`src/rtl/transparent_pixel_box_fill_top_macros.svh`:
```
// ---------------------------------------------------------------------------
// Assertion macros for the transparent pixel box fill block
// Clocked on clk, disabled while rst_n is low.
// ---------------------------------------------------------------------------
`ifndef TRANSPARENT_PIXEL_BOX_FILL_TOP_MACROS_SVH
`define TRANSPARENT_PIXEL_BOX_FILL_TOP_MACROS_SVH

// Same-cycle implication
`define TPBF_ASSERT_IMP(label, ante, cons, msg) \
    label: assert property (@(posedge clk) disable iff (!rst_n) (ante) |-> (cons)) \
        else $error(msg);

// Next-cycle implication
`define TPBF_ASSERT_NEXT(label, ante, cons, msg) \
    label: assert property (@(posedge clk) disable iff (!rst_n) (ante) |=> (cons)) \
        else $error(msg);

`endif

```
`src/rtl/tpbf_pkg.sv`:
```
// ---------------------------------------------------------------------------
// tpbf_pkg
// Types and constants shared by the transparent pixel box fill block.
// ---------------------------------------------------------------------------
`timescale 1ns / 1ps

package tpbf_pkg;

    localparam int WIN         = 3;
    localparam int MAX_HEIGHT  = 1024;
    localparam int CFG_W       = 11;
    localparam int CFG_RESET   = 1024;
    localparam int ROW_W       = 10;
    localparam int IN_ROW_W    = 11;
    localparam int PIX_W       = 32;
    localparam int SUM_W       = 12;
    localparam int CNT_W       = 4;
    localparam int RECIP_W     = 17;
    localparam int RECIP_SHIFT = 16;
    localparam int PROD_W      = SUM_W + RECIP_W;

    localparam int REG_INDEX_W = 1;
    localparam logic [REG_INDEX_W-1:0] REG_IMAGE_WIDTH  = 1'b0;
    localparam logic [REG_INDEX_W-1:0] REG_IMAGE_HEIGHT = 1'b1;

    localparam logic REQ_PIXEL = 1'b0;
    localparam logic REQ_DRAIN = 1'b1;

    typedef struct packed {
        logic [7:0] alpha;
        logic [7:0] blue;
        logic [7:0] green;
        logic [7:0] red;
    } pixel_t;

    typedef struct packed {
        logic       req_type;
        logic [7:0] in_red;
        logic [7:0] in_green;
        logic [7:0] in_blue;
        logic [7:0] in_alpha;
    } req_t;

    typedef struct packed {
        logic [7:0] out_red;
        logic [7:0] out_green;
        logic [7:0] out_blue;
        logic [7:0] out_alpha;
        logic       last_pixel;
    } rsp_t;

    // Which window rows and columns lie inside the frame
    typedef struct packed {
        logic row0_en;
        logic row2_en;
        logic col0_en;
        logic col2_en;
    } bound_mask_t;

    typedef struct packed {
        logic        shift;
        logic        sum;
        pixel_t      px;
        pixel_t      above;
        pixel_t      two_above;
        bound_mask_t mask;
    } win_ctrl_t;

    typedef struct packed {
        logic [SUM_W-1:0] red;
        logic [SUM_W-1:0] green;
        logic [SUM_W-1:0] blue;
        logic [CNT_W-1:0] count;
        pixel_t           center;
    } win_sum_t;

    // ceil(2^16 / d); exact quotient for sums below 2^12 and d in 1..9
    function automatic logic [RECIP_W-1:0] recip(input logic [CNT_W-1:0] d);
        logic [RECIP_W-1:0] m;
        unique case (d)
            4'd2:    m = 17'd32768;
            4'd3:    m = 17'd21846;
            4'd4:    m = 17'd16384;
            4'd5:    m = 17'd13108;
            4'd6:    m = 17'd10923;
            4'd7:    m = 17'd9363;
            4'd8:    m = 17'd8192;
            4'd9:    m = 17'd7282;
            default: m = 17'd65536;
        endcase
        return m;
    endfunction

endpackage

```
`src/rtl/tpbf_div.sv`:
```
// ---------------------------------------------------------------------------
// tpbf_div
// Reciprocal divide of the window sums and the output register.
// ---------------------------------------------------------------------------
`timescale 1ns / 1ps

module tpbf_div (
    input  logic               clk,
    input  logic               rst_n,
    input  logic               load,
    input  tpbf_pkg::win_sum_t sum,
    input  logic               last,
    output tpbf_pkg::rsp_t     rsp,
    output logic               rsp_valid,
    input  logic               rsp_stall
);

    logic [tpbf_pkg::RECIP_W-1:0] m;
    logic [tpbf_pkg::PROD_W-1:0]  prod_red;
    logic [tpbf_pkg::PROD_W-1:0]  prod_green;
    logic [tpbf_pkg::PROD_W-1:0]  prod_blue;
    logic                         fill;
    tpbf_pkg::rsp_t               rsp_reg;
    logic                         rsp_valid_reg;

    assign m    = tpbf_pkg::recip(sum.count);
    assign fill = (sum.center == '0);

    assign prod_red   = tpbf_pkg::PROD_W'(sum.red) * tpbf_pkg::PROD_W'(m);
    assign prod_green = tpbf_pkg::PROD_W'(sum.green) * tpbf_pkg::PROD_W'(m);
    assign prod_blue  = tpbf_pkg::PROD_W'(sum.blue) * tpbf_pkg::PROD_W'(m);

    always_ff @(posedge clk)
    begin
        if (load)
        begin
            rsp_reg.out_red    <= fill ? prod_red[tpbf_pkg::RECIP_SHIFT +: 8]
                                       : sum.center.red;
            rsp_reg.out_green  <= fill ? prod_green[tpbf_pkg::RECIP_SHIFT +: 8]
                                       : sum.center.green;
            rsp_reg.out_blue   <= fill ? prod_blue[tpbf_pkg::RECIP_SHIFT +: 8]
                                       : sum.center.blue;
            rsp_reg.out_alpha  <= sum.center.alpha;
            rsp_reg.last_pixel <= last;
        end
    end

    // Hold the transaction until the consumer takes it
    always_ff @(posedge clk or negedge rst_n)
    begin
        if (!rst_n)
        begin
            rsp_valid_reg <= 1'b0;
        end
        else if (load)
        begin
            rsp_valid_reg <= 1'b1;
        end
        else if (!rsp_stall)
        begin
            rsp_valid_reg <= 1'b0;
        end
    end

    assign rsp       = rsp_reg;
    assign rsp_valid = rsp_valid_reg;

endmodule
```
`config.mk`:
```
export PLATFORM = sky130hd
export DESIGN_NAME = tpbf_div
export DESIGN_NICKNAME = d
export VERILOG_FILES = /design/src/rtl/transparent_pixel_box_fill_top_macros.svh /design/src/rtl/tpbf_pkg.sv /design/src/rtl/tpbf_div.sv
export SDC_FILE = /design/constraint.sdc
export NUM_CORES = 1
export LEC_CHECK = 0
export BUFFER_PORTS_ARGS = -buffer_cell sky130_fd_sc_hd__buf_2
export CORE_MARGIN = 1.5
export CORE_UTILIZATION = 40
export DETAILED_ROUTE_END_ITERATION = 8
export GPL_TIMING_DRIVEN = 0
export PLACE_DENSITY = 0.57
export SLEW_MARGIN = 15
export SYNTH_ARGS = -nofsm -noshare
export SYNTH_HDL_FRONTEND = slang
export SYNTH_SLANG_ARGS = --single-unit
```
`constraint.sdc`:
```
create_clock -name clk -period 0.8 [get_ports clk]
set_input_delay 0.08 -clock clk [delete_from_list [all_inputs] [get_ports clk]]
set_output_delay 0.08 -clock clk [all_outputs]
set_load 0.05 [all_outputs]
```
* Yosys cells after proc, flatten, opt, wreduce, memory -nomap -nowiden
Memory sizes are Yosys's and may differ from the RTL's. Cells that the tools add are included. Widths: inputs -> output; s select.
Word-level totals: bits of input ports 77, memories kept 1, bits in read-only memories 272, register bits 34
Operators by class: reductions and logical operators 1, multipliers 3, eq/ne operators 1, multiplexer cells 5
Memories:
- (no name shown) | depth 16, width 17, read ports 1, clocked after Yosys merged registers in 0, wr ports 0, RTL line tpbf_pkg.sv:80 | unique case (d)
Operators with widths (number):
- $mul 12x17->24 | 3
- $logic_not 32->1 | 1
- $mux 8 | 3
- $mux 1 | 2
- $ne 2x2->1 const B | 1

* Depth between registers and ports, before layout
An unclocked memory read counts as a cell.
depth after elaboration 3, mapped depth 26, mapped depth without buffers 25

* Least setup slack after synthesis
Ideal clock, no wire load.
path type input to register, from input sum[34] (netlist bit), to register rsp_reg (netlist bit rsp[22]) (data pin), buffers on the path 3, stages 23, setup time 0.279 ns, setup slack -5.210 ns, arrival time 5.731 ns, cells stage by stage buf_2 nor2b_1 and2_0 nand2b_1 clkbuf_1 clkbuf_1 nand2_1 fa_1 inv_1 fa_1 fa_1 fa_1 inv_1 fa_1 inv_1 ha_1 a21o_1 a221oi_1 a21boi_0 a311o_1 a211oi_1 or2_2 o311ai_0
On the way: word-level cells in the longest chain between the ends 3
RTL lines:
- from (decl) | RTL line tpbf_div.sv:11 | input tpbf_pkg::win_sum_t sum,
- $mem_v2 16x17
- $mul 12x17->24 | RTL line tpbf_div.sv:30 | assign prod_green = tpbf_pkg::PROD_W'(sum.green) * tpbf_pkg::PROD_W'(m);
- $mux 8 | RTL line tpbf_div.sv:39 | rsp_reg.out_green <= fill ? prod_green[tpbf_pkg::RECIP_SHIFT +: 8]
- to (decl) | RTL line tpbf_div.sv:23 | tpbf_pkg::rsp_t rsp_reg;
Every way passes these cells. A chain may end at the register's enable or synchronous reset.

* Final worst setup path
from input sum[33] (netlist bit), to register rsp_reg (netlist bit rsp[16]) (data pin)
On the way: word-level cells in the longest chain between the ends 3
RTL lines:
- $mem_v2 16x17
- $mul 12x17->24 | RTL line tpbf_div.sv:31 | assign prod_blue = tpbf_pkg::PROD_W'(sum.blue) * tpbf_pkg::PROD_W'(m);
- $mux 8 | RTL line tpbf_div.sv:41 | rsp_reg.out_blue <= fill ? prod_blue[tpbf_pkg::RECIP_SHIFT +: 8]
Every way passes these cells.

==> reports/metrics.cfg <==
[outcome]
outcome=finished with violations
violations=negative setup slack

[layout]
fillers=4087
drive_gt1_share_pct=19.2
largest_reg_flops=33
nNetsFinal=2856
layout_commonest_cell=inv_1
final_cell_mix=inv_1 (553), fa_1 (397), nand2_1 (337)
syn_to_final_growth_pct=22.7
finalNonFillerCells=2813

[critical_path]
required_ns=0.83
worst_r2r_startpoint=rsp_valid$_DFFE_PN0P_
critical_path_class=input pin to flop
endpoint_kind=flop
startpoint=sum[33]
setup.worst_path.start_class=input pin
crit_arrival_ns=5.82
cp_max_fo=6

[clock_network]
clock-sinks=34
cts_root_buffer=clkbuf_16
cts_buffers=5
clk_pin_slew_ns=0.06
clk_path_buf_depth=2
clk_latency_ns=0.29
cts_tree=built
cts_max_level=2

[placement]
pre_cts_ws_ns=-6.53
dp_hpwl_um=45500
io_buffer_count=107
gp_congestion=0.911
dp.cells=2711

[flow_run]
cap_viol_max_count=0

[timing]
period_share_pct=724
hold_viol_final=0
slew_headroom_pct=48.6
slew_violations=0
worstMarginPinSlew_ns=0.764
fin_skew_ns=0
setup_viol=58
hold_slack_ns=0.0571
timing.fmax_mhz=173
fin_crit_ns=5.79
rsz0062_at_grt=yes
worst_slack_ns=-4.99

[drt]
drc=0
postRouteAntennaNets=0
wl_per_cell_um=19.7
routed_wl_um=55400
via_count=14100
via_per_inst=5.00
first_pass_iters=7
dr.first_iter.drc_count=818

[worst_hold_path]
hp-class=input pin to flop
worstHoldStart=sum[17]

[logic_synthesis]
synth.net_count=2650
ys.flop_type=edfxtp_1
ys_warn_count=0
synth_top_cell_by_area=fa_1
syn_area_per_cell_um2=8.78
ys_seq_area_share_pct=5.73
async_flop_share_pct=2.94
synth_area_um2=17700
yosysTopAreaCellShare_pct=47.7
synth_edf_count=33
synthTopCellsByArea=fa_1 (48%), inv_1 (12%), ha_1 (9.2%)
ys_ff_latch=34
synth_cell_types=67
syn_inst=2019

[floorplanning]
pin_count=111
die_w_um=214
core_region_area_um2=43500
die-area_um2=45600
die_h_um=214
initial_core_util_pct=40.8
core.rowCount=76

[power_and_ir_drop]
power_density_nw_per_um2=1350
vdd_ir_drop_max_uv=2320
p_leak_nw=10.9

[global_route]
grt_pass1_vias=15300
grt-ovfl-total=0
track_usage_pct=25.7
grt_pass1_wl_um=87600
antenna_found_initial=1
grt_max_degree=35

[layout make-up]
| class | count | area, um^2 | share of cell area [%] |
|---|---|---|---|
| timing repair buffer | 202 | 1730 | 7.93 |
| tap | 585 | 732 | 3.36 |
| multi-input combinational | 1318 | 15100 | 69.6 |
| buffer | 86 | 754 | 3.47 |
| clock buffer | 5 | 125 | 0.575 |
| clock inverter | 3 | 68.8 | 0.316 |
| antenna | 2 | 5.00 | 0.0230 |
| sequential | 34 | 1020 | 4.67 |
| inverter | 578 | 2190 | 10.1 |
[report_power, final]
part           switching [W]  internal [W]
registers          0.0000724       0.00212
clock network       0.000792       0.00179
logic                 0.0139        0.0106
[stage by stage]
stage	util, %	area [um^2]	power [W]	TNS [ns]
3_5_place_dp	44.8	19500	0.0224	-157.71
2_1_floorplan	-	18200	0.0170	-108.63
4_1_cts	48.0	20900	0.0270	-120.70
5_1_grt	50.1	21800	0.0324	-124.58
3_3_place_gp	44.8	19500	0.0221	-155.94
6_report	50.1	21800	0.0294	-119.97
[cell usage after synthesis, drive strengths merged (2+ instances only)]
master	n
a22oi	2
or4	2
o2111ai	2
nor2	14
buf	4
xnor3	3
o31ai	3
a21o	32
and4	3
and3b	2
inv	578
a31oi	4
and2	119
a21oi	26
xnor2	27
o21ai	30
a211oi	8
nand4b	2
a2111o	2
a31o	4
nand2	359
o21a	3
clkbuf	85
a21boi	3
fa	423
a211o	4
nand2b	4
o21bai	5
and3	30
or3	4
or2	5
edfxtp	33
nor3	3
nand4	13
nand3	6
nand3b	2
nor4	8
o221ai	2
ha	131
xor2	9
nor2b	2
[per-layer routing]
metal  vias up  share of wire (%)  GRT usage (%)
met2       461                 47           42.0
met4         0                2.8           6.63
met3        90                5.2           2.78
met1      7184                 45           36.4
met5         -                  0              0
li1       6327                  -              -
[critical path, cell delays in order]
cell and delay [ns]:
buf_12 0.13, inv_16 0.06, ha_4 0.12, nand3b_1 0.09, buf_6 0.14, o21ai_4 0.10
and2_4 0.27, clkbuf_16 0.17, buf_4 0.12, nand2_2 0.07, fa_1 0.50, inv_1 0.07
fa_2 0.58, fa_1 0.46, fa_1 0.50, inv_1 0.05, fa_1 0.47, inv_1 0.04
ha_1 0.27, and4_4 0.25, nand2_4 0.07, a211o_4 0.37, and3b_2 0.25, o31a_1 0.31
xnor2_1 0.18, o21bai_1 0.07
[what timing repair did]
item | 4_1_cts | 5_1_grt
pin swaps | 59 | 97
resized for setup | 177 | 176
endpoints found under the hold margin | 11 | 0
setup endpoints to repair | 58 | 91
hold buffers | 11 | 0
setup buffers | 48 | 35
cloned | 0 | 1
[path summary, 6_finish.rpt]
| path | slack, ns | endpoint | cells after the start |
|---|---|---|---|
| min in group asynchronous | 0.10 | rsp_valid$_DFFE_PN0P_ | 2 |
| setup / recovery | -4.99 | rsp[16]$_DFFE_PP_ | 26 |
| hold / removal | 0.06 | rsp[10]$_DFFE_PP_ | 2 |
| max in group asynchronous | 0.60 | rsp_valid$_DFFE_PN0P_ | 2 |
| setup reg to reg | 0.13 | rsp_valid$_DFFE_PN0P_ | 1 |
| hold reg to reg | 0.51 | rsp_valid$_DFFE_PN0P_ | 1 |
[logic make-up (layout without fill, tap and decap cells)]
| kind of cell | count (synthesis) | in the layout | synth area share, % |
|---|---|---|---|
| buffers and inverters | 667 | 874 | 14.2 |
| and+or+nand+nor | 582 | 582 | 15.5 |
| adders and majority gates | 554 | 554 | 57.0 |
| AOI/OAI and AO/OA | 142 | 142 | 5.45 |
| xor gates and xnor gates | 39 | 39 | 2.16 |
| DFF | 34 | 34 | 5.73 |
| muxes | 1 | 1 | 0.0564 |
| other | 0 | 2 | 0 |
No activity file was read; power rests on OpenSTA's default activity.
