$ cat config.mk
export PLATFORM = sky130hd
export DESIGN_NAME = tpbf_win
export DESIGN_NICKNAME = d
export VERILOG_FILES = /design/src/rtl/transparent_pixel_box_fill_top_macros.svh /design/src/rtl/tpbf_pkg.sv /design/src/rtl/tpbf_win.sv
export SDC_FILE = /design/constraint.sdc
export NUM_CORES = 1
export LEC_CHECK = 0
export ABC_CLOCK_PERIOD_IN_PS = 11400
export BUFFER_PORTS_ARGS = -buffer_cell sky130_fd_sc_hd__buf_2
export CORE_ASPECT_RATIO = 0.6
export CORE_MARGIN = 2
export CORE_UTILIZATION = 30
export CTS_CLUSTER_DIAMETER = 150
export CTS_CLUSTER_SIZE = 12
export DETAILED_ROUTE_END_ITERATION = 7
export GPL_ROUTABILITY_DRIVEN = 0
export PLACE_DENSITY = 0.49
export REMOVE_ABC_BUFFERS = 1
export SYNTH_ARGS = -nofsm -noshare
export SYNTH_HDL_FRONTEND = slang
export SYNTH_SLANG_ARGS = --single-unit
$ cat constraint.sdc
create_clock -name clk -period 11.4 [get_ports clk]
set_clock_uncertainty 0.15 [all_clocks]
set_input_delay 1.71 -clock clk [delete_from_list [all_inputs] [get_ports clk]]
set_output_delay 1.71 -clock clk [all_outputs]
set_load 0.02 [all_outputs]
$ cat src/rtl/transparent_pixel_box_fill_top_macros.svh
// ---------------------------------------------------------------------------
// Assertion macros for the transparent pixel box fill block
// Clocked on clk, disabled while rst_n is low.
// ---------------------------------------------------------------------------
`ifndef TRANSPARENT_PIXEL_BOX_FILL_TOP_MACROS_SVH
`define TRANSPARENT_PIXEL_BOX_FILL_TOP_MACROS_SVH

// Same-cycle implication
`define TPBF_ASSERT_IMP(label, ante, cons, msg) \
    label: assert property (@(posedge clk) disable iff (!rst_n) (ante) |-> (cons)) \
        else $error(msg);

// Next-cycle implication
`define TPBF_ASSERT_NEXT(label, ante, cons, msg) \
    label: assert property (@(posedge clk) disable iff (!rst_n) (ante) |=> (cons)) \
        else $error(msg);

`endif

$ cat src/rtl/tpbf_pkg.sv
// ---------------------------------------------------------------------------
// tpbf_pkg
// Types and constants shared by the transparent pixel box fill block.
// ---------------------------------------------------------------------------
`timescale 1ns / 1ps

package tpbf_pkg;

    localparam int WIN         = 3;
    localparam int MAX_HEIGHT  = 1024;
    localparam int CFG_W       = 11;
    localparam int CFG_RESET   = 1024;
    localparam int ROW_W       = 10;
    localparam int IN_ROW_W    = 11;
    localparam int PIX_W       = 32;
    localparam int SUM_W       = 12;
    localparam int CNT_W       = 4;
    localparam int RECIP_W     = 17;
    localparam int RECIP_SHIFT = 16;
    localparam int PROD_W      = SUM_W + RECIP_W;

    localparam int REG_INDEX_W = 1;
    localparam logic [REG_INDEX_W-1:0] REG_IMAGE_WIDTH  = 1'b0;
    localparam logic [REG_INDEX_W-1:0] REG_IMAGE_HEIGHT = 1'b1;

    localparam logic REQ_PIXEL = 1'b0;
    localparam logic REQ_DRAIN = 1'b1;

    typedef struct packed {
        logic [7:0] alpha;
        logic [7:0] blue;
        logic [7:0] green;
        logic [7:0] red;
    } pixel_t;

    typedef struct packed {
        logic       req_type;
        logic [7:0] in_red;
        logic [7:0] in_green;
        logic [7:0] in_blue;
        logic [7:0] in_alpha;
    } req_t;

    typedef struct packed {
        logic [7:0] out_red;
        logic [7:0] out_green;
        logic [7:0] out_blue;
        logic [7:0] out_alpha;
        logic       last_pixel;
    } rsp_t;

    // Which window rows and columns lie inside the frame
    typedef struct packed {
        logic row0_en;
        logic row2_en;
        logic col0_en;
        logic col2_en;
    } bound_mask_t;

    typedef struct packed {
        logic        shift;
        logic        sum;
        pixel_t      px;
        pixel_t      above;
        pixel_t      two_above;
        bound_mask_t mask;
    } win_ctrl_t;

    typedef struct packed {
        logic [SUM_W-1:0] red;
        logic [SUM_W-1:0] green;
        logic [SUM_W-1:0] blue;
        logic [CNT_W-1:0] count;
        pixel_t           center;
    } win_sum_t;

    // ceil(2^16 / d); exact quotient for sums below 2^12 and d in 1..9
    function automatic logic [RECIP_W-1:0] recip(input logic [CNT_W-1:0] d);
        logic [RECIP_W-1:0] m;
        unique case (d)
            4'd2:    m = 17'd32768;
            4'd3:    m = 17'd21846;
            4'd4:    m = 17'd16384;
            4'd5:    m = 17'd13108;
            4'd6:    m = 17'd10923;
            4'd7:    m = 17'd9363;
            4'd8:    m = 17'd8192;
            4'd9:    m = 17'd7282;
            default: m = 17'd65536;
        endcase
        return m;
    endfunction

endpackage

$ cat src/rtl/tpbf_win.sv
// ---------------------------------------------------------------------------
// tpbf_win
// 3x3 pixel window with masked sums of the nonzero-alpha neighbors.
// ---------------------------------------------------------------------------
`timescale 1ns / 1ps

module tpbf_win (
    input  logic                clk,
    input  logic                rst_n,
    input  tpbf_pkg::win_ctrl_t ctrl,
    output tpbf_pkg::win_sum_t  sum
);

    tpbf_pkg::pixel_t win_reg [tpbf_pkg::WIN][tpbf_pkg::WIN];

    logic [tpbf_pkg::SUM_W-1:0] red_acc;
    logic [tpbf_pkg::SUM_W-1:0] green_acc;
    logic [tpbf_pkg::SUM_W-1:0] blue_acc;
    logic [tpbf_pkg::CNT_W-1:0] cnt_acc;
    tpbf_pkg::win_sum_t         sum_reg;

    // Shift left and insert the new column on the right
    always_ff @(posedge clk or negedge rst_n)
    begin
        if (!rst_n)
        begin
            for (int r = 0; r < tpbf_pkg::WIN; r++)
            begin
                for (int c = 0; c < tpbf_pkg::WIN; c++)
                begin
                    win_reg[r][c] <= '0;
                end
            end
        end
        else if (ctrl.shift)
        begin
            for (int r = 0; r < tpbf_pkg::WIN; r++)
            begin
                for (int c = 0; c < tpbf_pkg::WIN - 1; c++)
                begin
                    win_reg[r][c] <= win_reg[r][c+1];
                end
            end
            win_reg[0][tpbf_pkg::WIN-1] <= ctrl.two_above;
            win_reg[1][tpbf_pkg::WIN-1] <= ctrl.above;
            win_reg[2][tpbf_pkg::WIN-1] <= ctrl.px;
        end
    end

    always_comb
    begin
        logic use_px;
        red_acc   = '0;
        green_acc = '0;
        blue_acc  = '0;
        cnt_acc   = '0;
        for (int r = 0; r < tpbf_pkg::WIN; r++)
        begin
            for (int c = 0; c < tpbf_pkg::WIN; c++)
            begin
                use_px = (win_reg[r][c].alpha != 8'd0)
                      && !(r == 0 && !ctrl.mask.row0_en)
                      && !(r == tpbf_pkg::WIN - 1 && !ctrl.mask.row2_en)
                      && !(c == 0 && !ctrl.mask.col0_en)
                      && !(c == tpbf_pkg::WIN - 1 && !ctrl.mask.col2_en);
                if (use_px)
                begin
                    red_acc   = red_acc + tpbf_pkg::SUM_W'(win_reg[r][c].red);
                    green_acc = green_acc + tpbf_pkg::SUM_W'(win_reg[r][c].green);
                    blue_acc  = blue_acc + tpbf_pkg::SUM_W'(win_reg[r][c].blue);
                    cnt_acc   = cnt_acc + 1'b1;
                end
            end
        end
    end

    always_ff @(posedge clk)
    begin
        if (ctrl.sum)
        begin
            sum_reg.red    <= red_acc;
            sum_reg.green  <= green_acc;
            sum_reg.blue   <= blue_acc;
            sum_reg.count  <= cnt_acc;
            sum_reg.center <= win_reg[1][1];
        end
    end

    assign sum = sum_reg;

endmodule

After elaboration in Yosys (flattened, before gate mapping)
Index checks and enable logic that the tools add are counted.
Cells by class
  add/sub/neg operators: 32
  muxes and demuxes: 36
  reductions and logical operators: 21
Operators by type and width (count)
  $mux 12: 24
  $add 12x8->12: 21
  $reduce_bool 8->1: 9
  $mux 4: 8
  $add 4x1->4 const B: 7
  $add 8x8->9: 3
  $mux 8: 3
  $logic_and 1x1->1: 12
  $add 1x1->2 const B: 1
  $mux 1: 1
Storage, ports and cells
  register bits: 360
  bits of input ports: 104
  output and inout bits: 72
  word-level logic and storage cells: 133

Longest topological paths before layout
  depth in word-level cells: 20
  mapped depth: 53
  mapped depth without buffers: 52

Worst setup path after synthesis
OpenSTA, ideal clock, no wires.
  kind: in2reg
  start point: in ctrl[1] (netlist bit)
  end point: reg sum_reg, in the netlist sum[71], data pin
  setup time: 259 ps
  data arrival time: 9858 ps
  slack: 1133 ps
  stages: 46
  path through: nand2_1 > a21oi_1 > and2_1 > ha_1 > inv_1 > fa_1 > o21ai_0 > fa_1 > mux2i_1 > inv_1 > ha_1 > a21o_1 > a21oi_1 > xnor2_1 > mux2_2 > ha_1 > o21a_1 > o21a_1 > [... 10 more ...] > ha_1 > o21ai_0 > a21oi_1 > nor2_1 > mux2_2 > ha_1 > a21boi_0 > o21a_1 > nor2_1 > nor2_1 > a31oi_1 > ha_1 > nor2b_1 > o21ai_0 > nor2_1 > o21ai_0 > a21oi_1 > xnor2_1
On the way
  cells in the longest elaborated chain, start to end: 18
  elaborated cells between the ends (all ways): 20
  those cells by class: add/sub: 8; mux: 9; reduce/logical: 3
Ends and longest elaborated chain
  from (decl): RTL line tpbf_win.sv:10  | input tpbf_pkg::win_ctrl_t ctrl,
  $logic_and 1x1->1: RTL line tpbf_win.sv:64  | && !(c == 0 && !ctrl.mask.col0_en)
  $mux 8: RTL line tpbf_win.sv:66  | if (use_px)
  $add 8x8->9: RTL line tpbf_win.sv:68  | red_acc = red_acc + tpbf_pkg::SUM_W'(win_reg[r][c].red);
  $mux 12: RTL line tpbf_win.sv:66
  $add 12x8->12: RTL line tpbf_win.sv:68
  $mux 12: RTL line tpbf_win.sv:66
  $add 12x8->12: RTL line tpbf_win.sv:68
  $mux 12: RTL line tpbf_win.sv:66
  [... 3 more ...]
  $mux 12: RTL line tpbf_win.sv:66
  $add 12x8->12: RTL line tpbf_win.sv:68
  $mux 12 *: RTL line tpbf_win.sv:66
  $add 12x8->12: RTL line tpbf_win.sv:68
  $mux 12 *: RTL line tpbf_win.sv:66
  $add 12x8->12: RTL line tpbf_win.sv:68
  $mux 12 *: RTL line tpbf_win.sv:66
  named net red_acc, one bit: RTL line tpbf_win.sv:16  | logic [tpbf_pkg::SUM_W-1:0] red_acc;
  to (decl): RTL line tpbf_win.sv:20  | tpbf_pkg::win_sum_t sum_reg;
Mark *: on every way through the listed nets, which the timed path passes. The rest lies on a longest branch.
A chain may end at the register's enable or synchronous reset.

Worst setup path in the final report
  start point: in ctrl[1] (netlist bit)
  end point: reg sum_reg, in the netlist sum[59], data pin
On the way
  cells in the longest elaborated chain, start to end: 18
  elaborated cells between the ends (all ways): 20
  those cells by class: add/sub: 8; mux: 9; reduce/logical: 3
Ends and longest elaborated chain
  $logic_and 1x1->1: RTL line tpbf_win.sv:64
  $mux 8: RTL line tpbf_win.sv:66
  $add 8x8->9: RTL line tpbf_win.sv:69  | green_acc = green_acc + tpbf_pkg::SUM_W'(win_reg[r][c].green);
  $mux 12: RTL line tpbf_win.sv:66
  $add 12x8->12: RTL line tpbf_win.sv:69
  $mux 12: RTL line tpbf_win.sv:66
  $add 12x8->12: RTL line tpbf_win.sv:69
  $mux 12: RTL line tpbf_win.sv:66
  [... 3 more ...]
  $mux 12: RTL line tpbf_win.sv:66
  $add 12x8->12: RTL line tpbf_win.sv:69
  $mux 12 *: RTL line tpbf_win.sv:66
  $add 12x8->12: RTL line tpbf_win.sv:69
  $mux 12 *: RTL line tpbf_win.sv:66
  $add 12x8->12: RTL line tpbf_win.sv:69
  $mux 12 *: RTL line tpbf_win.sv:66
  named net green_acc, one bit: RTL line tpbf_win.sv:17  | logic [tpbf_pkg::SUM_W-1:0] green_acc;
Marked as above.

==> results.md <==
Status:
- The run finished with clean final reports.

Pwr:
- The analysis attributes to cell leakage a power of about 12 nW.
- Power spread over the standard cell area amounts to 285.5 mW/mm^2.
- The worst-case IR drop observed on VDD is approximately 0.00014 V.
- After layout, the design draws a total of 8.082 mW.

Drt:
- In the routed design, unresolved DRC markers number 0.
- In this run the remaining antenna-violating nets after routing total 0.
- The first detailed-routing pass ran for 5 iterations.
- Summing over every cut layer, the via total after detailed routing is 18580.
- The sum of routed wire segments on met1 is 35210 um.
- In the detailed route, the total length drawn on met3 is ~2600 um.
- The total wirelength of the detailed-routed design is 67640 um.
- The first-iteration detailed-routing DRC count is ~1000.
- The amount of wire on met2 after detailed routing is roughly 29000 um.
- After detailed routing, the average wire length per cell comes to ~18 um.
- The highest routing layer actually used is met4.
- The vias per cell is between 5 and 6.

Yosys:
- The number of enable flip-flop cells after synthesis is 72.
- Summing the areas of all xor and xnor instances in the mapped netlist gives between 5 and 6% of the synthesized area.
- Of the post-synthesis cell area, the part taken by muxes is around 16%.
- Synthesis produced a netlist whose cell count is 2400.
- The predominant post-synthesis flop cell is sky130_fd_sc_hd__dfrtp_1.
- Summing the areas of all and, or, nand and nor instances in the mapped netlist gives 9.877% of the synthesized area.
- The area share of fa/ha/maj cells after synthesis is 12.00%.
- The count of warnings emitted by yosys is 0.
- Summing the sequential cell areas from Yosys gives a little under two fifths of the chip area.
- The synthesized area per cell is 10.36 um^2.
- The fraction of registers with async set/reset is roughly 80%.
- Counting distinct cell types in the post-synthesis netlist gives between 80 and 90.
- The complex-gate fraction of the synthesized area is 15.44%.
- The total of flip-flops plus latches after synthesis is 360.
- By area the synthesized netlist is led by sky130_fd_sc_hd__dfrtp_1 29%, sky130_fd_sc_hd__mux2_2 15%, sky130_fd_sc_hd__ha_1 10%.
- The synthesized design devotes to its leading area cell type 29.00% of total area.
- In this run the cell area of the synthesized design comes to 0.02486 mm^2.
- By area, the combinational part of the netlist is dominated by multiplexers.
- sky130_fd_sc_hd__dfrtp_1 takes more of the synthesized area than any other cell.

Floorplan:
- In this run the horizontal extent of the chip is about 380 um.
- The initial cell density of the core is 30.39%.
- The die covers 0.08525 mm^2.
- In this run the count of I/O pins placed on the die edge is roughly 180.
- The die extent in y is 227.0 um.
- The cell row count is 81.
- The region available for standard cell placement spans 0.08179 mm^2.

Place:
- Buffers placed on the I/O ports in this run total 175.
- The estimated wirelength of the detail-placed design is between 40000 and 50000 um.
- The number of placed instances with taps included is 3619.
- The cell area after placement is 0.02716 mm^2.

Setup path:
- The critical path capture point type is a register.
- In this run the critical register-to-register path is launched from win_reg[281].
- The startpoint of the most critical setup path is ctrl[1].
- In this design, the critical path's most frequently occurring cell is sky130_fd_sc_hd__ha_1.
- The cell family contributing the most delay on the critical path is compound AO/OA/AOI/OAI gates.
- For the worst setup path, the data required time is between 10000 and 15000 ps.
- The slowest stage of the critical path is the sky130_fd_sc_hd__fa_1 cell.
- The data arrival time of the worst path is ~11000 ps.
- The buffering stage count on the worst path with inverters included is 5.
- In this run the worst path has a maximum fanout of 7.
- STA classifies the critical path startpoint as a primary input.
- The largest single stage delay on the critical path is about 480 ps.
- The startpoint-to-endpoint class of the critical path is in -> reg.

STA:
- The number of failing setup endpoints in the final timing report is 0.
- The relative slew slack is a little under two fifths.
- For the pin with the worst max-slew slack, the measured transition is approximately 940 ps.
- The final hold slack is ~350 ps.
- The final hold violation count was 0.
- The time the worst path needs with I/O delays and setup is around 11000 ps.
- The maximum operating frequency is approximately 0.093 GHz.
- After layout, the worst path uses 94.60% of the clock period.
- The count of pins over their slew limit is 0.
- The post-route setup TNS is 0 ps.

CTS:
- For the worst-skew pair, the clock arrives at the later sink with an insertion delay of between 500 and 600 ps.
- The clock slew seen by the registers of the worst setup and hold paths is 80 ps.
- The clock tree from TritonCTS is built.
- The root buffer cell chosen for the clock tree is sky130_fd_sc_hd__clkbuf_16.
- The number of clock sinks is 360.
- The number of buffers between clock root and the deepest sink is 3.
- The number of clock buffers inserted by TritonCTS is 35.
- The number of levels the H-tree was split into is 2.

Cells and area:
- In the final layout, the share of cells above drive strength 1 is 24.99%.
- The register with the most flip-flops in the layout has approximately 290 of them.
- The count of inserted antenna diode cells is 0.
- Once layout is done, the placed cells without fillers occupy 0.02831 mm^2.
- The final layout contains roughly 2900 nets.
- The total of fill cells in the finished design is slightly above 8000.
- The area growth from synthesis to layout is 13.89%.
- The non-filler instance count after layout is between 3000 and 4000.

Global route:
- Entering global routing, the biggest net connects between 150 and 200 pins.
- The initial antenna violation count is 0.
- The number of global-route vias before repair is around 18000.
- The first global-routing pass estimated roughly 110000 um of wire.
- The remaining global-route overflow is 0.
- The total global-route track usage is ~16%.

Hold path:
- The startpoint of the most critical hold path is win_reg[157].
- The type of the most critical hold path is reg -> reg.

Flow run:
- The number of max-cap violations is 0.
cell type report:
class | instances | area [um^2] | area share, %
multi-input cells | 1835 | 14830 | 52.37
inverters | 128 | 480.5 | 1.697
clock buffers | 57 | 1001 | 3.536
well taps | 1079 | 1350 | 4.769
flip-flops and latches | 360 | 9369 | 33.10
repair buffers | 221 | 1281 | 4.526
power by group:
group | switching [mW] | total, mW | internal (mW)
combinational | 2.81 | 5.16 | 2.35
clock | 0.531 | 1.13 | 0.598
sequential | 0.167 | 1.79 | 1.62
Yosys cell counts, drive strengths merged (7+ instances only):
cell and n:
ha 200, o31a 21, o21bai 23, a21oi 121, buf 14, o211ai 7
clkbuf 63, xnor2 115, and2 38, nor3 25, a21o 53, or3 9
or4 11, mux2i 29, mux2 333, nand3 22, xor2 32, nor2 153
or2 8, o21a 59, dfrtp 288, edfxtp 72, o31ai 21, a211oi 37
nand2b 20, a211o 7, fa 24, nor4 11, inv 127, nand2 161
a21boi 13, o22ai 8, a31oi 11, nor2b 39, o21ai 155
worst register-to-register path, delay by kind of cell, from the launching register on:
kind	cells	cell delay (ps)
flip-flops	1	370
XOR/XNOR	2	340
adder cells (fa/ha/maj)	9	2930
AND/OR/NAND/NOR	8	1710
AO/OA/AOI/OAI	23	3900
multiplexers	1	280
buffers and inverters	4	480
per-stage QoR:
stage	setup WS (ps)	utilization, %
final	615.7	34.61
after global routing	-34.10	34.61
after CTS	256.6	34.44
after detailed placement	-388.8	33.21
after global placement	82.36	33.21
after floorplan	533.2	-
metal layers:
layer,vias up,GRT usage [%]
met5,-,0
met4,0,3.770
met3,71,2.198
met2,349,23.50
met1,9101,23.63
li1,9060,-
layout by cell type, fill, tap and decap left out, types with 21 or more instances in the layout:
cell / count
sky130_fd_sc_hd__mux2_2: 333
sky130_fd_sc_hd__dfrtp_1: 288
sky130_fd_sc_hd__ha_1: 200
sky130_fd_sc_hd__buf_2: 172
sky130_fd_sc_hd__nand2_1: 161
sky130_fd_sc_hd__nor2_1: 150
sky130_fd_sc_hd__o21ai_0: 133
sky130_fd_sc_hd__inv_1: 127
sky130_fd_sc_hd__a21oi_1: 112
sky130_fd_sc_hd__xnor2_1: 108
sky130_fd_sc_hd__edfxtp_1: 72
sky130_fd_sc_hd__o21a_1: 59
sky130_fd_sc_hd__a21o_1: 53
sky130_fd_sc_hd__buf_4: 44
sky130_fd_sc_hd__nor2b_1: 39
sky130_fd_sc_hd__clkbuf_16: 37
sky130_fd_sc_hd__and2_1: 36
sky130_fd_sc_hd__a211oi_1: 36
sky130_fd_sc_hd__xor2_1: 31
sky130_fd_sc_hd__mux2i_1: 27
sky130_fd_sc_hd__nor3_1: 25
sky130_fd_sc_hd__fa_1: 24
sky130_fd_sc_hd__nand3_1: 22
sky130_fd_sc_hd__o31a_1: 21
sky130_fd_sc_hd__o21bai_1: 21
worst paths after layout:
kind	to	depth (start not counted)	slack [ps]
setup / recovery	sum[59]	48	620
hold / removal	sum[29]	0	350
setup reg to reg	sum[59]	47	990
hold reg to reg	sum[29]	0	350
max in group asynchronous	win_reg[83]	2	8670
min in group asynchronous	win_reg[159]	1	1030
kinds of logic after synthesis:
family          after synthesis
mux                         362
simple gates                518
xor+xnor                    148
fa+ha+maj                   224
compound gates              583
buf+inv                     205
flops                       360
timing repair:
item                                    in CTS  in global routing
gates resized for setup                      0                 37
buffers inserted                             0                  4
endpoints found under the setup margin       0                 12
hold buffers                                 0                  0
(Power assumes the default switching activity.)
